## config.mk

```make
export PLATFORM = sky130hd
export DESIGN_NAME = playlist_line_parser
export DESIGN_NICKNAME = d
export VERILOG_FILES = /design/src/hw/rtl/plp_pkg.sv /design/src/hw/rtl/plp_line_ram.sv /design/src/hw/rtl/playlist_line_parser.sv
export SDC_FILE = /design/constraint.sdc
export NUM_CORES = 1
export LEC_CHECK = 0
export BUFFER_PORTS_ARGS = -buffer_cell sky130_fd_sc_hd__buf_2
export CELL_PAD_IN_SITES_DETAIL_PLACEMENT = 1
export CELL_PAD_IN_SITES_GLOBAL_PLACEMENT = 1
export CORE_MARGIN = 4
export CORE_UTILIZATION = 50
export DETAILED_ROUTE_END_ITERATION = 6
export PLACE_DENSITY = 0.74
export SLEW_MARGIN = 20
export SYNTH_ARGS = -nofsm -noshare
export SYNTH_HDL_FRONTEND = slang
export SYNTH_SLANG_ARGS = --single-unit
export TNS_END_PERCENT = 100
```

## constraint.sdc

```tcl
create_clock -name aclk -period 9.65 [get_ports aclk]
set_input_delay 0.965 -clock aclk [delete_from_list [all_inputs] [get_ports aclk]]
set_output_delay 0.965 -clock aclk [all_outputs]
set_load 0.005 [all_outputs]
```

## src/hw/rtl/plp_pkg.sv

```systemverilog
`timescale 1ns / 1ps

package plp_pkg;

    localparam int MAX_ENTRIES_W = 11;
    localparam int ENTRY_W       = 10;

    localparam logic [MAX_ENTRIES_W-1:0] MAX_ENTRIES_RESET = 11'd1024;

    localparam logic [7:0] CHAR_HASH  = 8'h23;
    localparam logic [7:0] CHAR_SEMI  = 8'h3B;
    localparam logic [7:0] CHAR_SPACE = 8'h20;
    localparam logic [7:0] CHAR_TAB   = 8'h09;
    localparam logic [7:0] CHAR_LF    = 8'h0A;
    localparam logic [7:0] CHAR_CR    = 8'h0D;

    typedef struct packed {
        logic [7:0] text_byte;
        logic       end_of_text;
    } plp_in_t;

    typedef struct packed {
        logic [7:0]         path_char;
        logic [ENTRY_W-1:0] entry_number;
        logic               path_end;
    } plp_out_t;

endpackage

```

## src/hw/rtl/plp_line_ram.sv

```systemverilog
`timescale 1ns / 1ps

module plp_line_ram #(
    parameter int DEPTH = 63,
    parameter int AW    = 6
) (
    input  logic          aclk,
    input  logic          wr_en,
    input  logic [AW-1:0] wr_addr,
    input  logic [7:0]    wr_data,
    input  logic          rd_en,
    input  logic [AW-1:0] rd_addr,
    output logic [7:0]    rd_data
);

    logic [7:0] mem [DEPTH];
    logic [7:0] rd_data_reg;

    always_ff @(posedge aclk) begin
        if (wr_en) begin
            mem[wr_addr] <= wr_data;
        end
        if (rd_en) begin
            rd_data_reg <= mem[rd_addr];
        end
    end

    assign rd_data = rd_data_reg;

endmodule

```

## src/hw/rtl/playlist_line_parser.sv

```systemverilog
`timescale 1ns / 1ps

// Streaming playlist line parser. Text bytes come in on the s_ side, one per
// request. CR, LF or the byte marked end_of_text ends a line; the trimmed
// line (leading and trailing spaces and tabs removed, at most LINE_BYTES-1
// bytes, comment and blank lines dropped) is then sent on the m_ side one
// byte per request, tagged with its entry number and a mark on its last
// byte. While a line is being sent the input is held off: each path byte
// takes a line store read and then a load of the output register, which
// waits while that register holds a byte m_ready has not taken. Once
// max_entries paths have gone out, bytes are consumed with no output until
// end_of_text restarts the count. max_entries is written via cfg_wr_en.
module playlist_line_parser
    import plp_pkg::*;
#(
    parameter int LINE_BYTES = 64
) (
    input  logic                     aclk,
    input  logic                     aresetn,
    input  logic                     cfg_wr_en,
    input  logic [MAX_ENTRIES_W-1:0] cfg_wr_data,
    input  logic                     s_valid,
    output logic                     s_ready,
    input  plp_in_t                  s_data,
    output logic                     m_valid,
    input  logic                     m_ready,
    output plp_out_t                 m_data
);

    localparam int KEEP = LINE_BYTES - 1;
    localparam int LW   = $clog2(LINE_BYTES);
    localparam int IW   = (KEEP > 1) ? $clog2(KEEP) : 1;
    localparam logic [LW-1:0] KEEP_LEN = LW'(KEEP);

    typedef enum logic [1:0] {
        S_IDLE,
        S_READ,
        S_LOAD
    } state_t;

    state_t                   state_reg;
    logic [MAX_ENTRIES_W-1:0] max_entries_reg;
    logic [MAX_ENTRIES_W-1:0] paths_reg, paths_next;
    logic [LW-1:0]            stored_reg, stored_next;
    logic [LW-1:0]            trimmed_reg, trimmed_next;
    logic                     started_reg, started_next;
    logic                     comment_reg, comment_next;
    logic [LW-1:0]            emit_len_reg;
    logic [LW-1:0]            emit_idx_reg;
    logic [ENTRY_W-1:0]       entry_reg;
    logic                     m_valid_reg;
    plp_out_t                 m_data_reg;

    logic       accept;
    logic       under_limit;
    logic       is_term;
    logic       is_blank;
    logic       flush;
    logic       emit;
    logic       mem_we;
    logic [7:0] rd_data;
    logic [LW-1:0] line_trim;
    logic       line_started;
    logic       line_comment;
    logic       out_free;
    logic       last_byte;

    assign s_ready  = (state_reg == S_IDLE);
    assign accept   = s_valid && s_ready;
    assign out_free = !m_valid_reg || m_ready;
    assign last_byte = (emit_idx_reg + LW'(1)) == emit_len_reg;

    assign under_limit = paths_reg < max_entries_reg;
    assign is_term  = (s_data.text_byte == CHAR_LF) || (s_data.text_byte == CHAR_CR);
    assign is_blank = (s_data.text_byte == CHAR_SPACE) || (s_data.text_byte == CHAR_TAB);

    always_comb begin
        line_started = started_reg;
        line_comment = comment_reg;
        line_trim    = trimmed_reg;
        stored_next  = stored_reg;
        mem_we       = 1'b0;
        if (under_limit && !is_term && !comment_reg) begin
            if (!started_reg && !is_blank) begin
                line_started = 1'b1;
                line_comment = (s_data.text_byte == CHAR_HASH) ||
                               (s_data.text_byte == CHAR_SEMI);
            end
            if (line_started && !line_comment) begin
                if (stored_reg < KEEP_LEN) begin
                    mem_we      = accept;
                    stored_next = stored_reg + LW'(1);
                end
                if (!is_blank) begin
                    // saturates once the store is full
                    line_trim = (stored_reg < KEEP_LEN) ? stored_reg + LW'(1) : KEEP_LEN;
                end
            end
        end

        flush = under_limit && (is_term || s_data.end_of_text);
        emit  = flush && !line_comment && (line_trim != '0);

        started_next = line_started;
        comment_next = line_comment;
        trimmed_next = line_trim;
        paths_next   = emit ? paths_reg + MAX_ENTRIES_W'(1) : paths_reg;
        if (flush || s_data.end_of_text) begin
            started_next = 1'b0;
            comment_next = 1'b0;
            trimmed_next = '0;
            stored_next  = '0;
        end
        if (s_data.end_of_text) begin
            paths_next = '0;
        end
    end

    plp_line_ram #(
        .DEPTH(KEEP),
        .AW   (IW)
    ) u_line_ram (
        .aclk   (aclk),
        .wr_en  (mem_we),
        .wr_addr(stored_reg[IW-1:0]),
        .wr_data(s_data.text_byte),
        .rd_en  (state_reg == S_READ),
        .rd_addr(emit_idx_reg[IW-1:0]),
        .rd_data(rd_data)
    );

    always_ff @(posedge aclk) begin
        if (!aresetn) begin
            max_entries_reg <= MAX_ENTRIES_RESET;
        end else if (cfg_wr_en) begin
            max_entries_reg <= cfg_wr_data;
        end
    end

    always_ff @(posedge aclk) begin
        if (!aresetn) begin
            paths_reg   <= '0;
            stored_reg  <= '0;
            trimmed_reg <= '0;
            started_reg <= 1'b0;
            comment_reg <= 1'b0;
        end else if (accept) begin
            paths_reg   <= paths_next;
            stored_reg  <= stored_next;
            trimmed_reg <= trimmed_next;
            started_reg <= started_next;
            comment_reg <= comment_next;
        end
    end

    always_ff @(posedge aclk) begin
        if (!aresetn) begin
            state_reg    <= S_IDLE;
            m_valid_reg  <= 1'b0;
            emit_idx_reg <= '0;
        end else begin
            // the load state drives valid itself
            if (m_valid_reg && m_ready && state_reg != S_LOAD) begin
                m_valid_reg <= 1'b0;
            end
            case (state_reg)
                S_IDLE: begin
                    if (accept && emit) begin
                        emit_len_reg <= line_trim;
                        emit_idx_reg <= '0;
                        entry_reg    <= paths_reg[ENTRY_W-1:0];
                        state_reg    <= S_READ;
                    end
                end
                S_READ: begin
                    state_reg <= S_LOAD;
                end
                S_LOAD: begin
                    // read data holds until the output register frees up
                    if (out_free) begin
                        m_valid_reg             <= 1'b1;
                        m_data_reg.path_char    <= rd_data;
                        m_data_reg.entry_number <= entry_reg;
                        m_data_reg.path_end     <= last_byte;
                        emit_idx_reg            <= emit_idx_reg + LW'(1);
                        state_reg               <= last_byte ? S_IDLE : S_READ;
                    end
                end
                default: begin
                    state_reg <= S_IDLE;
                end
            endcase
        end
    end

    assign m_valid = m_valid_reg;
    assign m_data  = m_data_reg;

endmodule

```

== Word-level counts from Yosys, hierarchy flattened ==
Memory sizes are Yosys's and may differ from the RTL's. A register that Yosys moved wholly into a read port is not among the register bits.
Index checks and enable logic that the tools add are counted.
Storage, ports and cells
  input bits: 25
  output and inout port bits: 21
  register bits: 80
  memory bits (writable): 504
  memories kept: 1
  word-level logic and storage cells: 104
Operators by class
  reduce and logical (&&, ||, !) cells: 38
  magnitude comparators: 2
  $add $sub $neg: 3
  multiplexer cells: 34
  eq/ne operators: 12
Memories
  u_line_ram.mem: words 63, bits a word 8, read ports 1, clocked after memory_dff 1, write ports 1, line plp_line_ram.sv:16  | logic [7:0] mem [DEPTH];
Operators by type and width (count)
  6-bit 2-to-1 mux: 11
  8-bit by 4-bit equality test with 1-bit output, second input constant: 3
  8-bit by 6-bit equality test with 1-bit output, second input constant: 3
  11-bit 2-to-1 mux: 2
  1-bit 2-to-1 mux: 17
  6-bit by 1-bit adder with 6-bit output, second input constant: 2
  6-bit case mux with 2 select lines: 1
  11-bit by 1-bit adder with 11-bit output, second input constant: 1
  1-bit logical AND: 11
  11-bit < comparator: 1
  2-bit nonzero test: 5
  3-bit AND reduction: 3
  1-bit zero test: 7
  6-bit equality test: 1
  1-bit logical OR: 6
  6-bit < comparator, second input constant: 1
  2-bit case mux with 3 select lines: 1
  2-bit AND reduction: 3
  6-bit nonzero test: 1
  2-bit 2-to-1 mux: 2
  2-bit inequality test, second input constant: 2
  4-bit AND reduction: 1
  2-bit by 1-bit equality test with 1-bit output, second input constant: 1
  2-bit equality test, second input constant: 1
  2 further kinds: 2

== Logic depth before layout (Yosys ltp) ==
Gate-level depths: netlist of run 1.
  word-level depth: 15
  depth in mapped cells: 12
  depth with buffers taken out: 9

== Modules after synthesis ==
A second synthesis of run 1 with hierarchy kept.
Second synthesis, totals
  cells, all modules: 1304
  area total of the unflattened synthesis: 23640.2 um2
Modules (own cells, without submodules)
  plp_line_ram: area an instance 19886.6 um2, sequential area each 15374.7 um2, cells an instance 949, instances 1
  playlist_line_parser: area an instance 3753.6 um2, sequential area each 1951.9 um2, cells an instance 355, instances 1

== Worst setup path after synthesis of run 1 ==
Ideal clock, no wire load.
  kind: in2reg
  from: in s_data[3] (netlist name)
  to: reg emit_len_reg[0], enable pin
  buffers on the path: 2
  cell stages on the path: 8
  library setup time: 0.388 ns
  arrival time: 3.491 ns
  slack: 5.771 ns
  cell sequence: or4b_1 nor4_4 or2_2 nor4_1 or3_1 buf_2 buf_1 nor2_1
On the way
  longest elaborated chain between the ends: 14
Ends and longest elaborated chain
  from (decl): line playlist_line_parser.sv:24  | input plp_in_t s_data,
  8-bit by 6-bit equality test with 1-bit output or 8-bit by 4-bit equality test with 1-bit output (tied branches): line playlist_line_parser.sv:75  | assign is_blank = (s_data.text_byte == CHAR_SPACE) || (s_data.text_byte == CHAR_TAB);
  1-bit logical OR: line playlist_line_parser.sv:75
  1-bit zero test
  1-bit logical AND: line playlist_line_parser.sv:84  | if (!started_reg && !is_blank) begin
  1-bit 2-to-1 mux: line playlist_line_parser.sv:84
  1-bit 2-to-1 mux: line playlist_line_parser.sv:83  | if (under_limit && !is_term && !comment_reg) begin
  1-bit zero test: line playlist_line_parser.sv:89  | if (line_started && !line_comment) begin
  1-bit logical AND: line playlist_line_parser.sv:89
  6-bit 2-to-1 mux: line playlist_line_parser.sv:89
  6-bit 2-to-1 mux: line playlist_line_parser.sv:83
  6-bit nonzero test: line playlist_line_parser.sv:102  | emit = flush && !line_comment && (line_trim != '0);
  1-bit logical AND *: line playlist_line_parser.sv:102
  1-bit logical AND *: line playlist_line_parser.sv:168  | if (accept && emit) begin
  3-bit AND reduction (no source line) *
  to (signal assigned): line playlist_line_parser.sv:169  | emit_len_reg <= line_trim;
  to (decl): line playlist_line_parser.sv:48  | logic [LW-1:0] emit_len_reg;
Mark *: on every way between the ends. The rest lies on a longest branch, timed or not. The select of a mux whose other input is x is not followed.
A chain may end at the register's enable or synchronous reset.

== Worst setup path in the final report of run 1 ==
  from: reg stored_reg[0]
  to: mem u_line_ram.mem[1][3], enable pin
On the way
  longest elaborated chain between the ends: 6
Ends and longest elaborated chain
  from (decl): line playlist_line_parser.sv:44  | logic [LW-1:0] stored_reg, stored_next;
  from (signal assigned): line playlist_line_parser.sv:149  | stored_reg <= stored_next;
  6-bit < comparator: line playlist_line_parser.sv:90  | if (stored_reg < KEEP_LEN) begin
  1-bit 2-to-1 mux: line playlist_line_parser.sv:90
  1-bit 2-to-1 mux: line playlist_line_parser.sv:89
  1-bit 2-to-1 mux: line playlist_line_parser.sv:83
  1-bit 2-to-1 mux: line plp_line_ram.sv:20  | if (wr_en) begin
  1-bit 2-to-1 mux (implied by the code): line plp_line_ram.sv:21  | mem[wr_addr] <= wr_data;
  to (decl): line plp_line_ram.sv:16
Several ways; a longest one is shown, not always the timed one.

==> metrics.md, run 1 <==
| Metric | Value |
|---|---|
| Postcts setup bufs | `0` |
| Die Ht | `225 um` |
| Most frequent cell after synthesis | `edfxtp_1` |
| Total gr overflow | `0` |
| Leakage power total | `8.11 nW` |
| Met1 usage | `0.338` |
| Post-synth top area share | `0.700` |
| Worst Skew | `0.0371 ns` |
| FFs w/ async S/R, synth | `0` |
| H-tree levels | `2` |
| Total iterations of the first detailed-routing run | `5` |
| Worst Hold Class | `reg2reg` |
| Largest net degree at the start of global routing | `83` |
| CTS clk-pin slew, worst paths | `0.06 ns` |
| Worst-Margin Slew | `1.07 ns` |
| # port buffers | `45` |
| Synth top area cells | `edfxtp_1 (70%), mux4_2 (15%), dfxtp_1 (3.8%)` |
| Maximum vdd ir drop | `0.161 mV` |
| GR Layer Usage met3 | `0.0428` |
| Placement Cell Area | `24,400 um^2` |
| Top FF cell, synth | `edfxtp_1` |
| Share of layout cells above drive strength 1 | `0.257` |
| Post-CTS Resized | `0` |
| Seq/Total Area, Yosys | `0.738` |
| Core area | `46,500 um^2` |
| Power Density | `196 nW/um^2` |
| GPL Wtd Cong | `0.825` |
| Final Non-Filler Cells | `1,923` |
| Dpl hpwl | `36.1 mm` |
| Reg2reg end | `u_line_ram.mem[1][3]$_DFFE_PP_` |
| WP data required | `9.90 ns` |
| Pre-CTS WS | `4.57 ns` |
| Final period util | `0.469` |
| MaxCap Viol Count | `0` |
| Setup TNS | `0 ns` |
| Number of vias per cell | `6.28` |
| R2R Setup Slk | `5.13 ns` |
| Total power draw | `5.14 mW` |
| Worst Setup Slack, final | `5.13 ns` |
| Initial antenna violation count | `1` |
| Multi-input logic area | `5850 um^2` |
| Drt wl/cell | `29.9 um` |
| CP startpoint kind | `flip-flop` |
| Clock Latency Late Sink | `0.64 ns` |
| Synth warn | `0` |
| Flops & latches, synth | `592` |
| R2R cell count | `8` |
| Average size of a mapped cell | `19.5 um^2` |
| R2R Path Start | `stored_reg[0]$_SDFFE_PN0P_` |
| Full die area | `50,500 um^2` |
| Worst path arrival time | `4.77 ns` |
| Nets | `1,305` |
| Post-Syn Instances | `1,201` |
| Vias in the first global route | `12,500` |
| Detail Route Antenna Nets | `0` |
| Area Growth Syn to Fin | `11.9%` |
| Outcome | `complete, no violations` |
| Number of buffers created by CTS | `59` |
| Io pins | `46` |
| Tmin final | `4.52 ns` |
| First-pass GRT wire length | `85.2 mm` |
| CTS Root Cell | `clkbuf_16` |
| Post-route cell area | `26,300 um^2` |
| Worst rel slew slack | `0.279` |
| Final hold vios | `0` |
| CTS Hold Bufs | `0` |
| Setup Crit Path Kind | `reg2reg` |
| Setup Viol. Count Final | `0` |
| Clk buf depth | `3` |
| Crit. End Element | `flip-flop` |
| FP Rows | `79` |
| Top fanout value on the critical path | `18` |
| Synth Net Count | `1,239` |
| Grt met2 use | `0.368` |
| Register Area | `17,300 um^2` |
| Max Clk Rate | `0.221 GHz` |
| TritonCTS clock tree | `done` |
| Max reg flops | `504` |
| Number of synthesized flops with an enable pin | `547` |
| Synth top cells by count | `edfxtp_1 (547), mux4_2 (160), nor2_1 (86), clkbuf_1 (49), dfxtp_1 (45)` |
| Global-route usage over all layers | `0.230` |
| DR DRC count | `0` |
| Synth Cell Area | `23,500 um^2` |
| WL final | `57.4 mm` |
| Number of DRC markers in iteration 0 | `1,259` |
| DP Cell Count | `1,812` |
| Netlist cell types | `52` |
| Grt peak-use layer | `met2` |
| Starting density of the core | `0.505` |
| RSZ-0062 raised after global routing | `false` |
| Final Max Tran Viols | `0` |
| Ant. Diodes | `0` |
| Die X | `225 um` |
| Filler Cell Count | `4,063` |
| Hold EP | `m_data[11]$_DFFE_PP_` |
| Hold path depth | `0` |
| Via count | `12,100` |
| Clock Sinks | `592` |
| Yosys top cell by area | `edfxtp_1` |
| Hold Crit Start | `u_line_ram.rd_data[0]$_DFFE_PN_` |
## kinds of logic after synthesis
group	share of synthesized area
buffers and inverters	0.0132
flip-flops	0.738
AO/OA/AOI/OAI	0.0229
XOR/XNOR	0.00448
AND/OR/NAND/NOR	0.0502
multiplexers	0.164
adder cells (fa/ha/maj)	0.00693
## power by group
part / total (mW) / switching, mW / internal (mW)
logic: 0.178 / 0.118 / 0.0599
registers: 2.83 / 0.0132 / 2.82
clock network: 2.14 / 0.966 / 1.17
## per-layer routing
layer  up-vias  wire (um)  share of wire
li1       5056          -              -
met1      6443      24300           0.42
met2       511      27800           0.48
met3        72       4270          0.074
met4         0       1000          0.017
met5         -          0              0
## cell usage in the layout, fill, tap and decap left out, types with 8 or more instances in the layout
| master | synthesis | layout |
|---|---|---|
| clkinv_2 | 0 | 11 |
| mux4_2 | 160 | 160 |
| a21oi_1 | 24 | 24 |
| ha_1 | 13 | 13 |
| nor2_1 | 86 | 85 |
| clkbuf_1 | 49 | 15 |
| clkinv_1 | 0 | 15 |
| edfxtp_1 | 547 | 547 |
| inv_1 | 13 | 13 |
| mux2i_1 | 18 | 18 |
| nor3_1 | 16 | 14 |
| nand2b_1 | 10 | 10 |
| buf_2 | 4 | 45 |
| nor4_1 | 11 | 10 |
| nand4_1 | 8 | 8 |
| clkbuf_16 | 0 | 60 |
| xnor2_1 | 8 | 8 |
| buf_4 | 0 | 26 |
| dfxtp_1 | 45 | 41 |
| nand2_1 | 44 | 44 |
| nand3_1 | 21 | 21 |
| o21ai_0 | 16 | 16 |
## through the flow
stage	hold WS, ns	util
final	0.418	0.565
after global routing	0.427	0.565
after detailed placement	0.406	0.526
after floorplan	0.400	-
after CTS	0.420	0.564
after global placement	0.402	0.526
## worst max-delay path: stages, from the launching register on
cell	delay (ns)
dfxtp_1	0.55
ha_1	0.39
and2_1	0.22
nand4_1	0.22
nand2_1	0.10
a2111oi_2	0.50
nand3_1	0.59
or3_1	0.86
nor2_1	0.72
## area by class of cell
| type | instances | area share |
|---|---|---|
| clock inverters | 35 | 0.00905 |
| clock buffers | 75 | 0.0593 |
| multi-input cells | 528 | 0.223 |
| flip-flops and latches | 592 | 0.660 |
| well taps | 607 | 0.0289 |
| repair buffers | 73 | 0.0175 |
| inverters | 13 | 0.00186 |
## worst max-delay path by stage
| stage | from | to | slack [ns] |
|---|---|---|---|
| after floorplan | s_data[3] | emit_len_reg[0]$_DFFE_PP_ | 5.77 |
| after global placement | s_data[5] | u_line_ram.mem[4][1]$_DFFE_PP_ | 4.73 |
| after detailed placement | s_data[5] | u_line_ram.mem[1][1]$_DFFE_PP_ | 4.57 |
| after CTS | stored_reg[0]$_SDFFE_PN0P_ | u_line_ram.mem[1][6]$_DFFE_PP_ | 5.21 |
| after global routing | stored_reg[0]$_SDFFE_PN0P_ | u_line_ram.mem[4][5]$_DFFE_PP_ | 4.94 |
| final | stored_reg[0]$_SDFFE_PN0P_ | u_line_ram.mem[1][3]$_DFFE_PP_ | 5.13 |
Power figures use the tool's default switching activity.
==> inputs of run 2 (changes only) <==
--- a/config.mk
+++ b/config.mk
@@ -5,13 +5,14 @@
 export SDC_FILE = /design/constraint.sdc
 export NUM_CORES = 1
 export LEC_CHECK = 0
+export ABC_AREA = 1
 export BUFFER_PORTS_ARGS = -buffer_cell sky130_fd_sc_hd__buf_2
 export CELL_PAD_IN_SITES_DETAIL_PLACEMENT = 1
 export CELL_PAD_IN_SITES_GLOBAL_PLACEMENT = 1
 export CORE_MARGIN = 4
-export CORE_UTILIZATION = 50
+export CORE_UTILIZATION = 46
 export DETAILED_ROUTE_END_ITERATION = 6
-export PLACE_DENSITY = 0.74
+export PLACE_DENSITY = 0.76
 export SLEW_MARGIN = 20
 export SYNTH_ARGS = -nofsm -noshare
 export SYNTH_HDL_FRONTEND = slang
==> constraint.sdc (replaced) <==
create_clock -name aclk -period 3.8 [get_ports aclk]
set_input_delay 0.38 -clock aclk [delete_from_list [all_inputs] [get_ports aclk]]
set_output_delay 0.38 -clock aclk [all_outputs]
set_load 0.005 [all_outputs]
==> metrics.md, run 2 <==
| Metric | Value |
|---|---|
| Outcome | `complete, no violations` |
| Comb pwr share | `0.137` |
| Post-route cell area | `27,200 um^2` |
| Seq/Total Area, Yosys | `0.718` |
| Post-synth top area share | `0.681` |
| Clock power frac | `0.398` |
| Flops & latches, synth | `592` |
| # port buffers | `45` |
| Synth top cells by count | `edfxtp_1 (547), nor2_1 (409), o21ai_0 (308), nand2_1 (185), o22ai_1 (120)` |
| Sequential Power Share | `0.465` |
| Drt wl/cell | `25.0 um` |
| Multi-input logic area | `6050 um^2` |
| Most frequent cell after synthesis | `edfxtp_1` |
| Tmin final | `3.62 ns` |
| Area Growth Syn to Fin | `12.8%` |
| Synth warn | `0` |
| R2R Path Start | `paths_reg[4]$_SDFFE_PN0P_` |
| WP data required | `4.04 ns` |
| TritonCTS clock tree | `done` |
| Clk buf depth | `3` |
| Worst Skew | `0.0288 ns` |
| Worst path max stage delay | `0.76 ns` |
| Hold Crit Start | `cfg_wr_data[10]` |
| Detail Route Antenna Nets | `0` |
| Die X | `237 um` |
| Worst-Margin Slew | `1.09 ns` |
| DP Cell Count | `2,681` |
| Dpl hpwl | `42.6 mm` |
| GPL Wtd Cong | `0.875` |
| Postcts setup bufs | `0` |
| Starting density of the core | `0.467` |
| MaxCap Viol Count | `0` |
| Slowest-stage cell, CP | `nor2_1` |
| Net Sw Frac | `0.265` |
| Final period util | `0.952` |
| Cell Int Power | `11.5 mW` |
| R2R Setup Slk | `0.18 ns` |
| Maximum vdd ir drop | `0.371 mV` |
| Filler Cell Count | `5,251` |
| CTS clk-pin slew, worst paths | `0.06 ns` |
| RSZ-0062 raised after global routing | `true` |
| Hold EP | `max_entries_reg[10]$_SDFFE_PN1P_` |
| Total power draw | `15.7 mW` |
| Clock Sinks | `592` |
| Synth Net Count | `2,074` |
| CP most frequent cell | `nand2_1` |
| Number of vias per cell | `5.95` |
| Leakage power total | `9.21 nW` |
| Vias in the first global route | `17,500` |
| Number of buffers created by CTS | `59` |
| Global-route usage over all layers | `0.245` |
| First-pass GRT wire length | `107 mm` |
| Largest net degree at the start of global routing | `132` |
| Bufs and invs on worst path | `1` |
| Total gr overflow | `0` |
| Top fanout value on the critical path | `8` |
| Full die area | `56,200 um^2` |
| Yosys top cell by area | `edfxtp_1` |
| Synth Cell Area | `24,100 um^2` |
| CTS Root Cell | `clkbuf_16` |
| R2R cell count | `14` |
| FP Rows | `83` |
| Initial antenna violation count | `1` |
| Worst Hold Class | `in2reg` |
| Crit. End Element | `flip-flop` |
| CP Cell Sequence | `ha_1 -> nand2_1 -> nand2_1 -> nand2_1 -> nand2_1 -> nand2_1 -> nand3_1 -> nor2_2 -> nand2_2 -> nor3_1 -> inv_1 -> nor2_2 -> nand2_1 -> nor2_1` |
| Setup Viol. Count Final | `0` |
| Post-Syn Instances | `2,036` |
| Average size of a mapped cell | `11.8 um^2` |
| Worst hold margin | `0.0276 ns` |
| Via count | `16,600` |
| Final Max Tran Viols | `0` |
| Pre-CTS WS | `0.232 ns` |
| Sw Pwr | `4.15 mW` |
| Netlist cell types | `45` |
| Top FF cell, synth | `edfxtp_1` |
| Final Non-Filler Cells | `2,793` |
| Power Density | `575 nW/um^2` |
| Hold path depth | `3` |
| Ant. Diodes | `0` |
| Delay-heaviest family, CP | `simple AND/OR/NAND/NOR gates` |
| Share of layout cells above drive strength 1 | `0.102` |
| Most frequent cells in the layout | `edfxtp_1 (547), nor2_1 (404), o21ai_0 (308)` |
| Total iterations of the first detailed-routing run | `5` |
| Max Clk Rate | `0.276 GHz` |
| Reg2reg end | `u_line_ram.mem[29][7]$_DFFE_PP_` |
| Worst path arrival time | `3.86 ns` |
| Nets | `2,101` |
| Number of synthesized flops with an enable pin | `547` |
| Io pins | `46` |
| Register Area | `17,300 um^2` |
| Max reg flops | `504` |
| Synth top area cells | `edfxtp_1 (68%), o21ai_0 (6.4%), nor2_1 (6.4%)` |
| Number of DRC markers in iteration 0 | `1,759` |
| CP startpoint kind | `flip-flop` |
| WL final | `69.8 mm` |
| Setup Crit Path Kind | `reg2reg` |
| DR DRC count | `0` |
| Core area | `51,600 um^2` |
| FFs w/ async S/R, synth | `0` |
| Die Ht | `237 um` |
| Most common cell after layout, fill and taps aside | `edfxtp_1` |
| Worst rel slew slack | `0.265` |
| Final hold vios | `0` |
| H-tree levels | `2` |
| Clock Latency Late Sink | `0.63 ns` |
| Placement Cell Area | `25,100 um^2` |
| Worst Setup Slack, final | `0.183 ns` |
==> run 2: cell types whose count changed after synthesis, sizes merged, moves of 62 or more <==
cell / change
nor2: +329
o21ai: +296
nand2: +148
o22ai: +120
inv: +62
mux4: -160
==> run 2: worst max-delay path by stage <==
stage,start,endpoint,slack [ns],cells past startpoint
after floorplan,paths_reg[4]$_SDFFE_PN0P_,emit_len_reg[0]$_DFFE_PP_,0.86,16
after global placement,paths_reg[4]$_SDFFE_PN0P_,u_line_ram.mem[53][6]$_DFFE_PP_,0.40,14
after detailed placement,s_data[2],u_line_ram.mem[29][7]$_DFFE_PP_,0.23,13
after CTS,paths_reg[4]$_SDFFE_PN0P_,u_line_ram.mem[29][6]$_DFFE_PP_,0.18,14
after global routing,paths_reg[4]$_SDFFE_PN0P_,u_line_ram.mem[53][0]$_DFFE_PP_,-0.07,14
final,paths_reg[4]$_SDFFE_PN0P_,u_line_ram.mem[29][7]$_DFFE_PP_,0.18,14
==> run 2: timing repair <==
item / CTS / global route
hold endpoints to repair: 1 / 0
hold buffers: 1 / 0
resized for setup: 0 / 5
setup endpoints to repair: 0 / 61
==> run 2: worst register-to-register path: cells and delay by family, from the launching register on <==
family | cells | cell delay (ns)
and+or+nand+nor | 12 | 2.32
buffers and inverters | 1 | 0.16
adders and majority gates | 1 | 0.29
DFF | 1 | 0.45
==> run 2: power groups by stage <==
stage | registers (mW) | logic, mW | clock network [mW]
after floorplan | 7.38 | 1.27 | 0
after global placement | 7.41 | 2.06 | 0
after detailed placement | 7.42 | 2.12 | 0
after CTS | 7.28 | 2.14 | 6.30
after global routing | 7.28 | 2.33 | 6.62
final | 7.28 | 2.15 | 6.23
==> run 2: final cells by class <==
class / count / area share
clock buffers: 71 / 0.0585
clock inverters: 40 / 0.0179
inverters: 77 / 0.0108
multi-input cells: 1249 / 0.222
flip-flops and latches: 592 / 0.637
well taps: 680 / 0.0313
repair buffers: 84 / 0.0223
==> run 2: logic make-up (layout without fill, tap and decap cells) <==
family,after synthesis,count (layout),synth area share
AO/OA/AOI/OAI,545,545,0.125
XOR/XNOR,13,13,0.00472
adder cells (fa/ha/maj),13,13,0.00674
buffers and inverters,195,272,0.0316
flip-flops,592,592,0.718
AND/OR/NAND/NOR,678,678,0.113
==> run 2: per-stage QoR <==
step	TNS, ns	utilization
3_3_place_gp	0	0.487
2_1_floorplan	0	-
5_1_grt	-1.91	0.527
3_5_place_dp	0	0.487
4_1_cts	0	0.527
6_report	0	0.527
==> run 2: per-layer routing <==
layer | GRT usage | share of wire | vias to the layer above
met5 | 0 | 0 | -
met4 | 0.0828 | 0.032 | 0
met3 | 0.0361 | 0.064 | 126
met2 | 0.413 | 0.50 | 667
met1 | 0.328 | 0.41 | 8396
li1 | - | - | 7436
